$ cat config.mk
export PLATFORM = sky130hd
export DESIGN_NAME = utf8_json_string_escaper_unit
export DESIGN_NICKNAME = d
export VERILOG_FILES = /design/src/ujse_pkg.sv /design/src/utf8_json_string_escaper_unit.sv /design/src/ujse_front.sv /design/src/ujse_queue.sv /design/src/ujse_back.sv
export VERILOG_INCLUDE_DIRS = /design/src /design/src/src
export SDC_FILE = /design/constraint.sdc
export NUM_CORES = 1
export LEC_CHECK = 0
export BUFFER_PORTS_ARGS = -buffer_cell sky130_fd_sc_hd__clkbuf_2
export CAP_MARGIN = 20
export CELL_PAD_IN_SITES_DETAIL_PLACEMENT = 2
export CELL_PAD_IN_SITES_GLOBAL_PLACEMENT = 2
export CORE_AREA = 3 3 191 212
export DETAILED_ROUTE_END_ITERATION = 10
export DIE_AREA = 0 0 194 215
export PLACE_DENSITY = 0.66
export SLEW_MARGIN = 15
export SYNTH_ARGS = -nofsm -noshare
export SYNTH_HDL_FRONTEND = slang
export SYNTH_HIERARCHICAL = 1
export SYNTH_SLANG_ARGS = --single-unit
$ cat constraint.sdc
create_clock -name clk_i -period 5.4 [get_ports clk_i]
set_clock_uncertainty 0.15 [all_clocks]
set_input_delay 0 -clock clk_i [delete_from_list [all_inputs] [get_ports clk_i]]
set_output_delay 0 -clock clk_i [all_outputs]
set_load 0.005 [all_outputs]
$ cat src/assert_macros.svh
// ----------------------------------------------------------------------------
// Assertion macros
// Concurrent assertion helpers shared by the RTL. They compile to nothing
// when SYNTHESIS is defined.
// ----------------------------------------------------------------------------
`ifndef ASSERT_MACROS_SVH
`define ASSERT_MACROS_SVH

`ifndef SYNTHESIS

`define ASSERT_IMPLIES(name, ante, cons) \
  name: assert property (@(posedge clk_i) disable iff (!rst_ni) (ante) |-> (cons)) \
    else $error("assertion failed: implication does not hold");

`define ASSERT_NEXT(name, ante, cons) \
  name: assert property (@(posedge clk_i) disable iff (!rst_ni) (ante) |=> (cons)) \
    else $error("assertion failed: next-cycle implication does not hold");

`else

`define ASSERT_IMPLIES(name, ante, cons)

`define ASSERT_NEXT(name, ante, cons)

`endif

`endif

$ cat src/ujse_pkg.sv
// ----------------------------------------------------------------------------
// ujse_pkg
// Types, character constants and helper functions of the JSON string escaper.
// ----------------------------------------------------------------------------
`timescale 1ns / 1ps

package ujse_pkg;

  typedef enum logic [2:0] {
    KIND_NONE,
    KIND_CHAR,
    KIND_ESC,
    KIND_UNIT,
    KIND_PAIR
  } kind_e;

  typedef struct packed {
    logic [2:0]  reps;
    kind_e       kind;
    logic [6:0]  ch;
    logic [15:0] hi;
    logic [15:0] lo;
    logic        fin;
  } cmd_t;

  localparam logic [15:0] ReplUnit    = 16'hfffd;
  localparam logic [20:0] ReplCode    = 21'h00fffd;
  localparam logic [6:0]  ChBackslash = 7'h5c;
  localparam logic [6:0]  ChQuote     = 7'h22;
  localparam logic [6:0]  ChU         = 7'h75;
  localparam logic [6:0]  ChB         = 7'h62;
  localparam logic [6:0]  ChF         = 7'h66;
  localparam logic [6:0]  ChN         = 7'h6e;
  localparam logic [6:0]  ChR         = 7'h72;
  localparam logic [6:0]  ChT         = 7'h74;
  localparam logic [6:0]  ChFill      = 7'h3f;

  function automatic logic [6:0] hex_char(input logic [3:0] nib);
    logic [6:0] val;
    val = {3'b000, nib};
    if (nib < 4'd10) begin
      hex_char = 7'h30 + val;
    end else begin
      hex_char = 7'h57 + val;
    end
  endfunction

  function automatic logic [6:0] unit_char(input logic [15:0] unit, input logic [2:0] pos);
    unique case (pos)
      3'd0: unit_char = ChBackslash;
      3'd1: unit_char = ChU;
      3'd2: unit_char = hex_char(unit[15:12]);
      3'd3: unit_char = hex_char(unit[11:8]);
      3'd4: unit_char = hex_char(unit[7:4]);
      default: unit_char = hex_char(unit[3:0]);
    endcase
  endfunction

endpackage

$ cat src/utf8_json_string_escaper_unit.sv
// ----------------------------------------------------------------------------
// utf8_json_string_escaper_unit
// Decodes a UTF-8 byte stream and emits its JSON-escaped text, one printable
// ASCII character per beat.
//
// Input channel: one string byte per beat with final_byte_i on the string's
// last byte. Output channel: one character per beat; run_last_o marks the
// last character caused by an input byte, text_end_o the last character of
// the whole string. A byte that only opens or extends a sequence gives no
// beat.
// Each byte's command is written into the command queue; the expander then
// registers its characters one by one in the output register. The decoder
// takes one byte per cycle unless the queue is full; the expander gives one
// character per cycle unless the receiver stalls, and a byte gives as many
// characters as it expands to: 1 for plain ASCII, 2 for a short escape, 6 for
// \uXXXX, 12 for a surrogate pair and up to 24 when replacements pile up. A
// four-entry command queue sits between decoder and expander.
// When the receiver stalls, the output register holds its beat, the queue
// fills and in_stall_o rises once it is full.
// Reset clears the decoder state, the queue and the output valid flag.
// ----------------------------------------------------------------------------
`timescale 1ns / 1ps
`include "assert_macros.svh"

module utf8_json_string_escaper_unit import ujse_pkg::*; #(
  parameter int unsigned QueueDepth = 4
) (
  input  logic       clk_i,
  input  logic       rst_ni,
  input  logic       in_valid_i,
  output logic       in_stall_o,
  input  logic [7:0] in_byte_i,
  input  logic       final_byte_i,
  output logic       out_valid_o,
  input  logic       out_stall_i,
  output logic [6:0] out_char_o,
  output logic       run_last_o,
  output logic       text_end_o
);

  logic push;
  logic pop;
  logic full;
  logic head_valid;
  cmd_t push_cmd;
  cmd_t head_cmd;

  ujse_front u_front (
    .clk_i        (clk_i),
    .rst_ni       (rst_ni),
    .in_valid_i   (in_valid_i),
    .in_byte_i    (in_byte_i),
    .final_byte_i (final_byte_i),
    .full_i       (full),
    .in_stall_o   (in_stall_o),
    .push_o       (push),
    .cmd_o        (push_cmd)
  );

  ujse_queue #(
    .Depth (QueueDepth)
  ) u_queue (
    .clk_i        (clk_i),
    .rst_ni       (rst_ni),
    .push_i       (push),
    .cmd_i        (push_cmd),
    .pop_i        (pop),
    .full_o       (full),
    .head_valid_o (head_valid),
    .head_o       (head_cmd)
  );

  ujse_back u_back (
    .clk_i        (clk_i),
    .rst_ni       (rst_ni),
    .head_valid_i (head_valid),
    .head_i       (head_cmd),
    .pop_o        (pop),
    .out_stall_i  (out_stall_i),
    .out_valid_o  (out_valid_o),
    .out_char_o   (out_char_o),
    .run_last_o   (run_last_o),
    .text_end_o   (text_end_o)
  );

  `ASSERT_IMPLIES(a_no_push_when_full, push, !full)
  `ASSERT_IMPLIES(a_no_pop_when_empty, pop, head_valid)
  `ASSERT_IMPLIES(a_printable_out, out_valid_o, (out_char_o >= 7'h20) && (out_char_o != 7'h7f))
  `ASSERT_IMPLIES(a_end_closes_run, out_valid_o && text_end_o, run_last_o)

endmodule

$ cat src/ujse_front.sv
// ----------------------------------------------------------------------------
// ujse_front
// UTF-8 decoder. Takes one byte per beat, tracks open sequences and turns
// each byte into at most one command: a number of replacement escapes and an
// optional classified code point.
// ----------------------------------------------------------------------------
`timescale 1ns / 1ps

module ujse_front import ujse_pkg::*; (
  input  logic       clk_i,
  input  logic       rst_ni,
  input  logic       in_valid_i,
  input  logic [7:0] in_byte_i,
  input  logic       final_byte_i,
  input  logic       full_i,
  output logic       in_stall_o,
  output logic       push_o,
  output cmd_t       cmd_o
);

  logic [1:0]  pend_q, pend_d;
  logic [2:0]  len_q, len_d;
  logic [20:0] part_q, part_d;

  logic        accept;
  logic        is_cont;
  logic [2:0]  n_cnt;
  logic [20:0] cont_code;
  logic [20:0] min_code;
  logic        bad_code;
  logic        lead;
  logic [2:0]  reps;
  logic        has_code;
  logic [20:0] cp;
  logic [19:0] v_off;

  assign accept    = in_valid_i && !full_i;
  assign in_stall_o = full_i;
  assign is_cont   = in_byte_i[7:6] == 2'b10;
  assign n_cnt     = {1'b0, pend_q} + 3'd1;
  assign cont_code = {part_q[14:0], in_byte_i[5:0]};

  always_comb begin
    if (len_q == 3'd2) begin
      min_code = 21'h000080;
    end else if (len_q == 3'd3) begin
      min_code = 21'h000800;
    end else begin
      min_code = 21'h010000;
    end
  end

  assign bad_code = (cont_code < min_code) || (cont_code > 21'h10ffff) ||
                    ((cont_code >= 21'h00d800) && (cont_code <= 21'h00dfff));

  always_comb begin
    pend_d   = pend_q;
    len_d    = len_q;
    part_d   = part_q;
    reps     = 3'd0;
    has_code = 1'b0;
    cp       = 21'd0;
    lead     = 1'b0;
    if ((pend_q != 2'd0) && is_cont) begin
      if (n_cnt >= len_q) begin
        pend_d = 2'd0;
        len_d  = 3'd0;
        part_d = 21'd0;
        if (bad_code) begin
          reps = n_cnt;
        end else begin
          has_code = 1'b1;
          cp       = cont_code;
        end
      end else if (final_byte_i) begin
        reps   = n_cnt;
        pend_d = 2'd0;
        len_d  = 3'd0;
        part_d = 21'd0;
      end else begin
        pend_d = n_cnt[1:0];
        part_d = cont_code;
      end
    end else begin
      reps   = {1'b0, pend_q};
      pend_d = 2'd0;
      len_d  = 3'd0;
      part_d = 21'd0;
      priority if (!in_byte_i[7]) begin
        has_code = 1'b1;
        cp       = {13'd0, in_byte_i};
      end else if (in_byte_i[7:5] == 3'b110) begin
        lead   = 1'b1;
        len_d  = 3'd2;
        part_d = {16'd0, in_byte_i[4:0]};
      end else if (in_byte_i[7:4] == 4'b1110) begin
        lead   = 1'b1;
        len_d  = 3'd3;
        part_d = {17'd0, in_byte_i[3:0]};
      end else if (in_byte_i[7:3] == 5'b11110) begin
        lead   = 1'b1;
        len_d  = 3'd4;
        part_d = {18'd0, in_byte_i[2:0]};
      end else begin
        has_code = 1'b1;
        cp       = ReplCode;
      end
      if (lead) begin
        if (final_byte_i) begin
          reps   = reps + 3'd1;
          len_d  = 3'd0;
          part_d = 21'd0;
        end else begin
          pend_d = 2'd1;
        end
      end
    end
  end

  assign v_off = 20'(cp - 21'h010000);

  always_comb begin
    cmd_o.reps = reps;
    cmd_o.fin  = final_byte_i;
    cmd_o.kind = KIND_NONE;
    cmd_o.ch   = ChFill;
    cmd_o.hi   = cp[15:0];
    cmd_o.lo   = {6'b110111, v_off[9:0]};
    if (has_code) begin
      unique case (cp)
        21'h000022: begin cmd_o.kind = KIND_ESC; cmd_o.ch = ChQuote; end
        21'h00005c: begin cmd_o.kind = KIND_ESC; cmd_o.ch = ChBackslash; end
        21'h000008: begin cmd_o.kind = KIND_ESC; cmd_o.ch = ChB; end
        21'h00000c: begin cmd_o.kind = KIND_ESC; cmd_o.ch = ChF; end
        21'h00000a: begin cmd_o.kind = KIND_ESC; cmd_o.ch = ChN; end
        21'h00000d: begin cmd_o.kind = KIND_ESC; cmd_o.ch = ChR; end
        21'h000009: begin cmd_o.kind = KIND_ESC; cmd_o.ch = ChT; end
        default: begin
          priority if ((cp >= 21'h000020) && (cp < 21'h00007f)) begin
            cmd_o.kind = KIND_CHAR;
            cmd_o.ch   = cp[6:0];
          end else if (cp <= 21'h00ffff) begin
            cmd_o.kind = KIND_UNIT;
          end else begin
            cmd_o.kind = KIND_PAIR;
            cmd_o.hi   = {6'b110110, v_off[19:10]};
          end
        end
      endcase
    end
  end

  assign push_o = accept && ((reps != 3'd0) || has_code);

  always_ff @(posedge clk_i or negedge rst_ni) begin
    if (!rst_ni) begin
      pend_q <= 2'd0;
      len_q  <= 3'd0;
      part_q <= 21'd0;
    end else if (accept) begin
      pend_q <= pend_d;
      len_q  <= len_d;
      part_q <= part_d;
    end
  end

endmodule

$ cat src/ujse_queue.sv
// ----------------------------------------------------------------------------
// ujse_queue
// Small command queue between the decoder and the character expander.
// ----------------------------------------------------------------------------
`timescale 1ns / 1ps

module ujse_queue import ujse_pkg::*; #(
  parameter int unsigned Depth = 4
) (
  input  logic clk_i,
  input  logic rst_ni,
  input  logic push_i,
  input  cmd_t cmd_i,
  input  logic pop_i,
  output logic full_o,
  output logic head_valid_o,
  output cmd_t head_o
);

  localparam int unsigned PtrW = (Depth > 1) ? $clog2(Depth) : 1;
  localparam int unsigned CntW = $clog2(Depth + 1);

  cmd_t            mem_q [Depth];
  logic [PtrW-1:0] wr_ptr_q, wr_ptr_d;
  logic [PtrW-1:0] rd_ptr_q, rd_ptr_d;
  logic [CntW-1:0] cnt_q, cnt_d;

  assign full_o       = cnt_q == CntW'(Depth);
  assign head_valid_o = cnt_q != '0;
  assign head_o       = mem_q[rd_ptr_q];

  always_comb begin
    wr_ptr_d = wr_ptr_q;
    rd_ptr_d = rd_ptr_q;
    cnt_d    = cnt_q;
    if (push_i) begin
      wr_ptr_d = (wr_ptr_q == PtrW'(Depth - 1)) ? '0 : wr_ptr_q + PtrW'(1);
    end
    if (pop_i) begin
      rd_ptr_d = (rd_ptr_q == PtrW'(Depth - 1)) ? '0 : rd_ptr_q + PtrW'(1);
    end
    if (push_i && !pop_i) begin
      cnt_d = cnt_q + CntW'(1);
    end else if (pop_i && !push_i) begin
      cnt_d = cnt_q - CntW'(1);
    end
  end

  always_ff @(posedge clk_i or negedge rst_ni) begin
    if (!rst_ni) begin
      wr_ptr_q <= '0;
      rd_ptr_q <= '0;
      cnt_q    <= '0;
    end else begin
      wr_ptr_q <= wr_ptr_d;
      rd_ptr_q <= rd_ptr_d;
      cnt_q    <= cnt_d;
    end
  end

  always_ff @(posedge clk_i) begin
    if (push_i) begin
      mem_q[wr_ptr_q] <= cmd_i;
    end
  end

endmodule

$ cat src/ujse_back.sv
// ----------------------------------------------------------------------------
// ujse_back
// Character expander. Walks the command at the queue head one output
// character per beat and drives the registered output channel.
// ----------------------------------------------------------------------------
`timescale 1ns / 1ps

module ujse_back import ujse_pkg::*; (
  input  logic       clk_i,
  input  logic       rst_ni,
  input  logic       head_valid_i,
  input  cmd_t       head_i,
  output logic       pop_o,
  input  logic       out_stall_i,
  output logic       out_valid_o,
  output logic [6:0] out_char_o,
  output logic       run_last_o,
  output logic       text_end_o
);

  logic [3:0] pos_q, pos_d;
  logic [2:0] rep_idx_q, rep_idx_d;
  logic       out_valid_q;
  logic [6:0] out_char_q;
  logic       run_last_q;
  logic       text_end_q;

  logic       adv;
  logic       fire;
  logic       in_rep;
  logic       rep_wrap;
  logic       last;
  logic [6:0] ch_sel;

  assign adv      = !out_valid_q || !out_stall_i;
  assign fire     = adv && head_valid_i;
  assign in_rep   = rep_idx_q != head_i.reps;
  assign rep_wrap = in_rep && (pos_q == 4'd5);

  always_comb begin
    ch_sel = ChFill;
    last   = 1'b0;
    if (in_rep) begin
      ch_sel = unit_char(ReplUnit, pos_q[2:0]);
      last   = rep_wrap && (rep_idx_q == head_i.reps - 3'd1) && (head_i.kind == KIND_NONE);
    end else begin
      unique case (head_i.kind)
        KIND_CHAR: begin
          ch_sel = head_i.ch;
          last   = 1'b1;
        end
        KIND_ESC: begin
          ch_sel = (pos_q == 4'd0) ? ChBackslash : head_i.ch;
          last   = pos_q == 4'd1;
        end
        KIND_UNIT: begin
          ch_sel = unit_char(head_i.hi, pos_q[2:0]);
          last   = pos_q == 4'd5;
        end
        KIND_PAIR: begin
          if (pos_q < 4'd6) begin
            ch_sel = unit_char(head_i.hi, pos_q[2:0]);
          end else begin
            ch_sel = unit_char(head_i.lo, 3'(pos_q - 4'd6));
          end
          last = pos_q == 4'd11;
        end
        default: begin
          ch_sel = ChFill;
          last   = 1'b1;
        end
      endcase
    end
  end

  always_comb begin
    pos_d     = pos_q;
    rep_idx_d = rep_idx_q;
    if (fire) begin
      priority if (last) begin
        pos_d     = 4'd0;
        rep_idx_d = 3'd0;
      end else if (rep_wrap) begin
        pos_d     = 4'd0;
        rep_idx_d = rep_idx_q + 3'd1;
      end else begin
        pos_d = pos_q + 4'd1;
      end
    end
  end

  assign pop_o = fire && last;

  always_ff @(posedge clk_i or negedge rst_ni) begin
    if (!rst_ni) begin
      pos_q       <= 4'd0;
      rep_idx_q   <= 3'd0;
      out_valid_q <= 1'b0;
    end else begin
      pos_q     <= pos_d;
      rep_idx_q <= rep_idx_d;
      if (adv) begin
        out_valid_q <= head_valid_i;
      end
    end
  end

  always_ff @(posedge clk_i) begin
    if (fire) begin
      out_char_q <= ch_sel;
      run_last_q <= last;
      text_end_q <= last && head_i.fin;
    end
  end

  assign out_valid_o = out_valid_q;
  assign out_char_o  = out_char_q;
  assign run_last_o  = run_last_q;
  assign text_end_o  = text_end_q;

endmodule
==> results.md <==
- CP dominant cell by count: ha_1
- Post-cts sizing count: 0
- 1st-pass router iterations: 4
- Die X-Extent: 194 µm
- Gr usage total: 0.157
- Final Routed Wirelength: 32500 µm
- Worst path cell trace: inv_1, ha_1, ha_1, nand2_1, o21a_1, or3_4, nor2_8, nand2_1, ha_1, o21ai_0, or4b_4, a2111oi_4, buf_4, mux2i_1
- Hpwl dp: 22900 µm
- Area growth from synthesis to layout: 14.6%
- Starting DRC count in detailed routing: 455
- Placed insts: 1353
- Max-slew violations: 0
- Post-synth cell types: 92
- Slew HR: 0.262
- Static Leak: 4.65 nW
- Clock root buffer: clkbuf_16
- Unrepaired setup endpoints after global routing: no
- DR vias/cell: 5.25
- Detail Route Antenna Nets: 0
- Row Count: 75
- Minimum clock period: 4.78 ns
- Status: completed
- Layout cells sized above 1: 0.179
- I/O pin total: 24
- Hold buffer count at CTS: 22
- Area of the mapped netlist: 11500 µm²
- First-pass GRT wire length: 51600 µm
- Die height: 215 µm
- Top cells by area, synth: edfxtp_1, mux4_2, dfrtp_1
- Async S/R FF share, synth: 0.154
- Post-route cell area: 13100 µm²
- Buffers and inverters on the worst path: 2
- Commonest cells after routing, fill and taps aside: edfxtp_1, nand2_1, a21oi_1
- VDD IR max: 275 µV
- Initial antenna violation count: 0
- Average instance area after synthesis: 13.5 µm²
- Port buffer count: 23
- CP max-delay cell: or4b_4
- Worst min path class: in -> reg
- Worst setup EP type: flop
- Comb pwr share: 0.400
- Crit-path max cell delay: 0.52 ns
- Most common cell after layout, fill and taps aside: edfxtp_1
- R2r setup slk: 0.62 ns
- Setup crit start kind: flop
- Final Hold Viols: 0
- Yosys top cell area share: 0.505
- Clock share of power: 0.234
- Largest net degree at the start of global routing: 47
- Setup violators final: 0
- Slew @ Worst Pin: 1.10 ns
- Post-CTS Setup Bufs: 0
- Crit Path Category: reg -> reg
- CTS Sinks: 228
- CTS tree: yes
- Vias: 7457
- DRC viols: 0
- Fin cells: 1421
- Final GP Congestion: 0.827
- CTS buffer count: 25
- Clock latency at the later pin of the worst-skew pair: 0.55 ns
- Cell family with most CP delay: simple AND/OR/NAND/NOR gates
- Mean routed wirelength per cell: 22.9 µm
- Vias in the first global route: 8252
- Dominant cell type by area after synthesis: edfxtp_1
- CORE AREA: 38300 µm²
- Fmax: 209 MHz
- Sequential fraction of the synthesis area: 0.582
- N_diodes: 0
- H-tree Lvls: 1
- PwrDens: 525 nW/µm²
- Post-route clock period utilization: 0.885
- Nets@finish: 949
- Synth Instances: 849
- MaxCap Viol Count: 0
- Crit Path Max Fanout: 19
- Flop pwr share: 0.366
- Internal power: 4.31 mW
- Pwr Total: 6.90 mW
- Initial Util: 0.300
- Most used DFF post-synth: edfxtp_1
- TNS Setup: 0 ns
- EDFF count, synth: 193
- Seq cells post-synth: 228
- Die area: 41700 µm²
- WP data required: 5.53 ns
- Clk buf depth: 3
- Worst Path Arrival: 4.91 ns
- Clock transition at path regs: 0.07 ns
- Placement-stage cell area: 12200 µm²
- Net switching fraction of the power: 0.375
- Psw: 2.59 mW
- Synth Warn #: 6
- Total gr overflow: 0
registers in the layout (all words and copies together) (netlist names):
signal / count
u_queue/mem_q: 184
u_front/part_q: 15
u_back/out_char_o: 7
u_back/pos_q: 4
u_back/rep_idx_q: 3
u_front/len_q: 3
u_queue/cnt_q: 3
u_front/pend_q: 2
u_queue/rd_ptr_q: 2
u_queue/wr_ptr_q: 2
u_back/out_valid_o: 1
u_back/run_last_o: 1
u_back/text_end_o: 1
stage by stage:
stage / setup slack (ns) / hold slack (ns) / util
5_1_grt: 0.334 / 0.120 / 0.343
3_3_place_gp: 0.862 / -0.0381 / 0.318
4_1_cts: 0.573 / 0.0558 / 0.343
3_5_place_dp: 0.749 / -0.0443 / 0.318
2_1_floorplan: 1.07 / -0.446 / -
6_report: 0.623 / 0.0820 / 0.343
Yosys cell counts (10+ instances only):
| cell type | number |
|---|---|
| dfrtp_1 | 35 |
| nor2_1 | 40 |
| mux2i_1 | 14 |
| nor3_1 | 16 |
| nand2_1 | 60 |
| xnor2_1 | 13 |
| nand2b_1 | 10 |
| o21ai_0 | 40 |
| edfxtp_1 | 193 |
| clkbuf_1 | 12 |
| or3_1 | 13 |
| mux4_2 | 46 |
| nand3_1 | 14 |
| a21oi_1 | 52 |
| ha_1 | 33 |
| a211oi_1 | 10 |
| a22o_1 | 14 |
| nor2b_1 | 11 |
| buf_4 | 10 |
| inv_1 | 45 |
final timing paths:
check                                   from                   end  depth (start not counted)
max                        u_front/pend_q[0]  u_queue/mem_q[0][18]                         14
min                              out_stall_i    u_back/out_valid_o                          4
max reg2reg                u_front/pend_q[0]  u_queue/mem_q[0][18]                         14
min reg2reg                 u_queue/cnt_q[2]      u_queue/cnt_q[2]                          1
max in group asynchronous             rst_ni   u_queue/rd_ptr_q[0]                          4
min in group asynchronous             rst_ni     u_front/part_q[6]                          4
per-layer routing:
metal / track usage / vias to the layer above / part of all wire
met3: 0.0196 / 44 / 0.035
met1: 0.210 / 3886 / 0.45
li1: - / 3408 / -
met4: 0.0388 / 0 / 0.021
met2: 0.273 / 119 / 0.50
met5: 0 / - / 0
power groups by stage:
| stage | sequential (mW) | combinational [mW] | clock, mW |
|---|---|---|---|
| CTS | 2.53 | 2.80 | 1.66 |
| floorplan | 2.45 | 2.00 | 0 |
| detailed placement | 2.57 | 2.76 | 0 |
| finish | 2.52 | 2.76 | 1.62 |
| global route | 2.57 | 3.07 | 1.74 |
| global placement | 2.54 | 2.69 | 0 |
worst min-delay path: cells and delay by family:
kind                   cells  cell delay [ns]
buffers and inverters      2             0.61
and+or+nand+nor            2             0.13
cell families (layout without fill, tap and decap cells):
| logic type | after synthesis | after routing | synth area share |
|---|---|---|---|
| AND/OR/NAND/NOR | 219 | 219 | 0.104 |
| flip-flops | 228 | 228 | 0.582 |
| buffers and inverters | 85 | 153 | 0.0347 |
| multiplexers | 66 | 66 | 0.109 |
| XOR/XNOR | 21 | 21 | 0.0167 |
| adder cells (fa/ha/maj) | 34 | 34 | 0.0377 |
| AO/OA/AOI/OAI | 194 | 194 | 0.116 |
| other | 2 | 6 | 0.000655 |
area by class of cell:
class	count	area [µm²]
Fill cell	3980	25100
Sequential cell	228	6680
Multi-Input combinational cell	540	4420
Clock buffer	27	633
Tap cell	500	626
Timing Repair Buffer	58	483
Inverter	49	185
Clock inverter	19	125
Power figures use the tool's default switching activity.
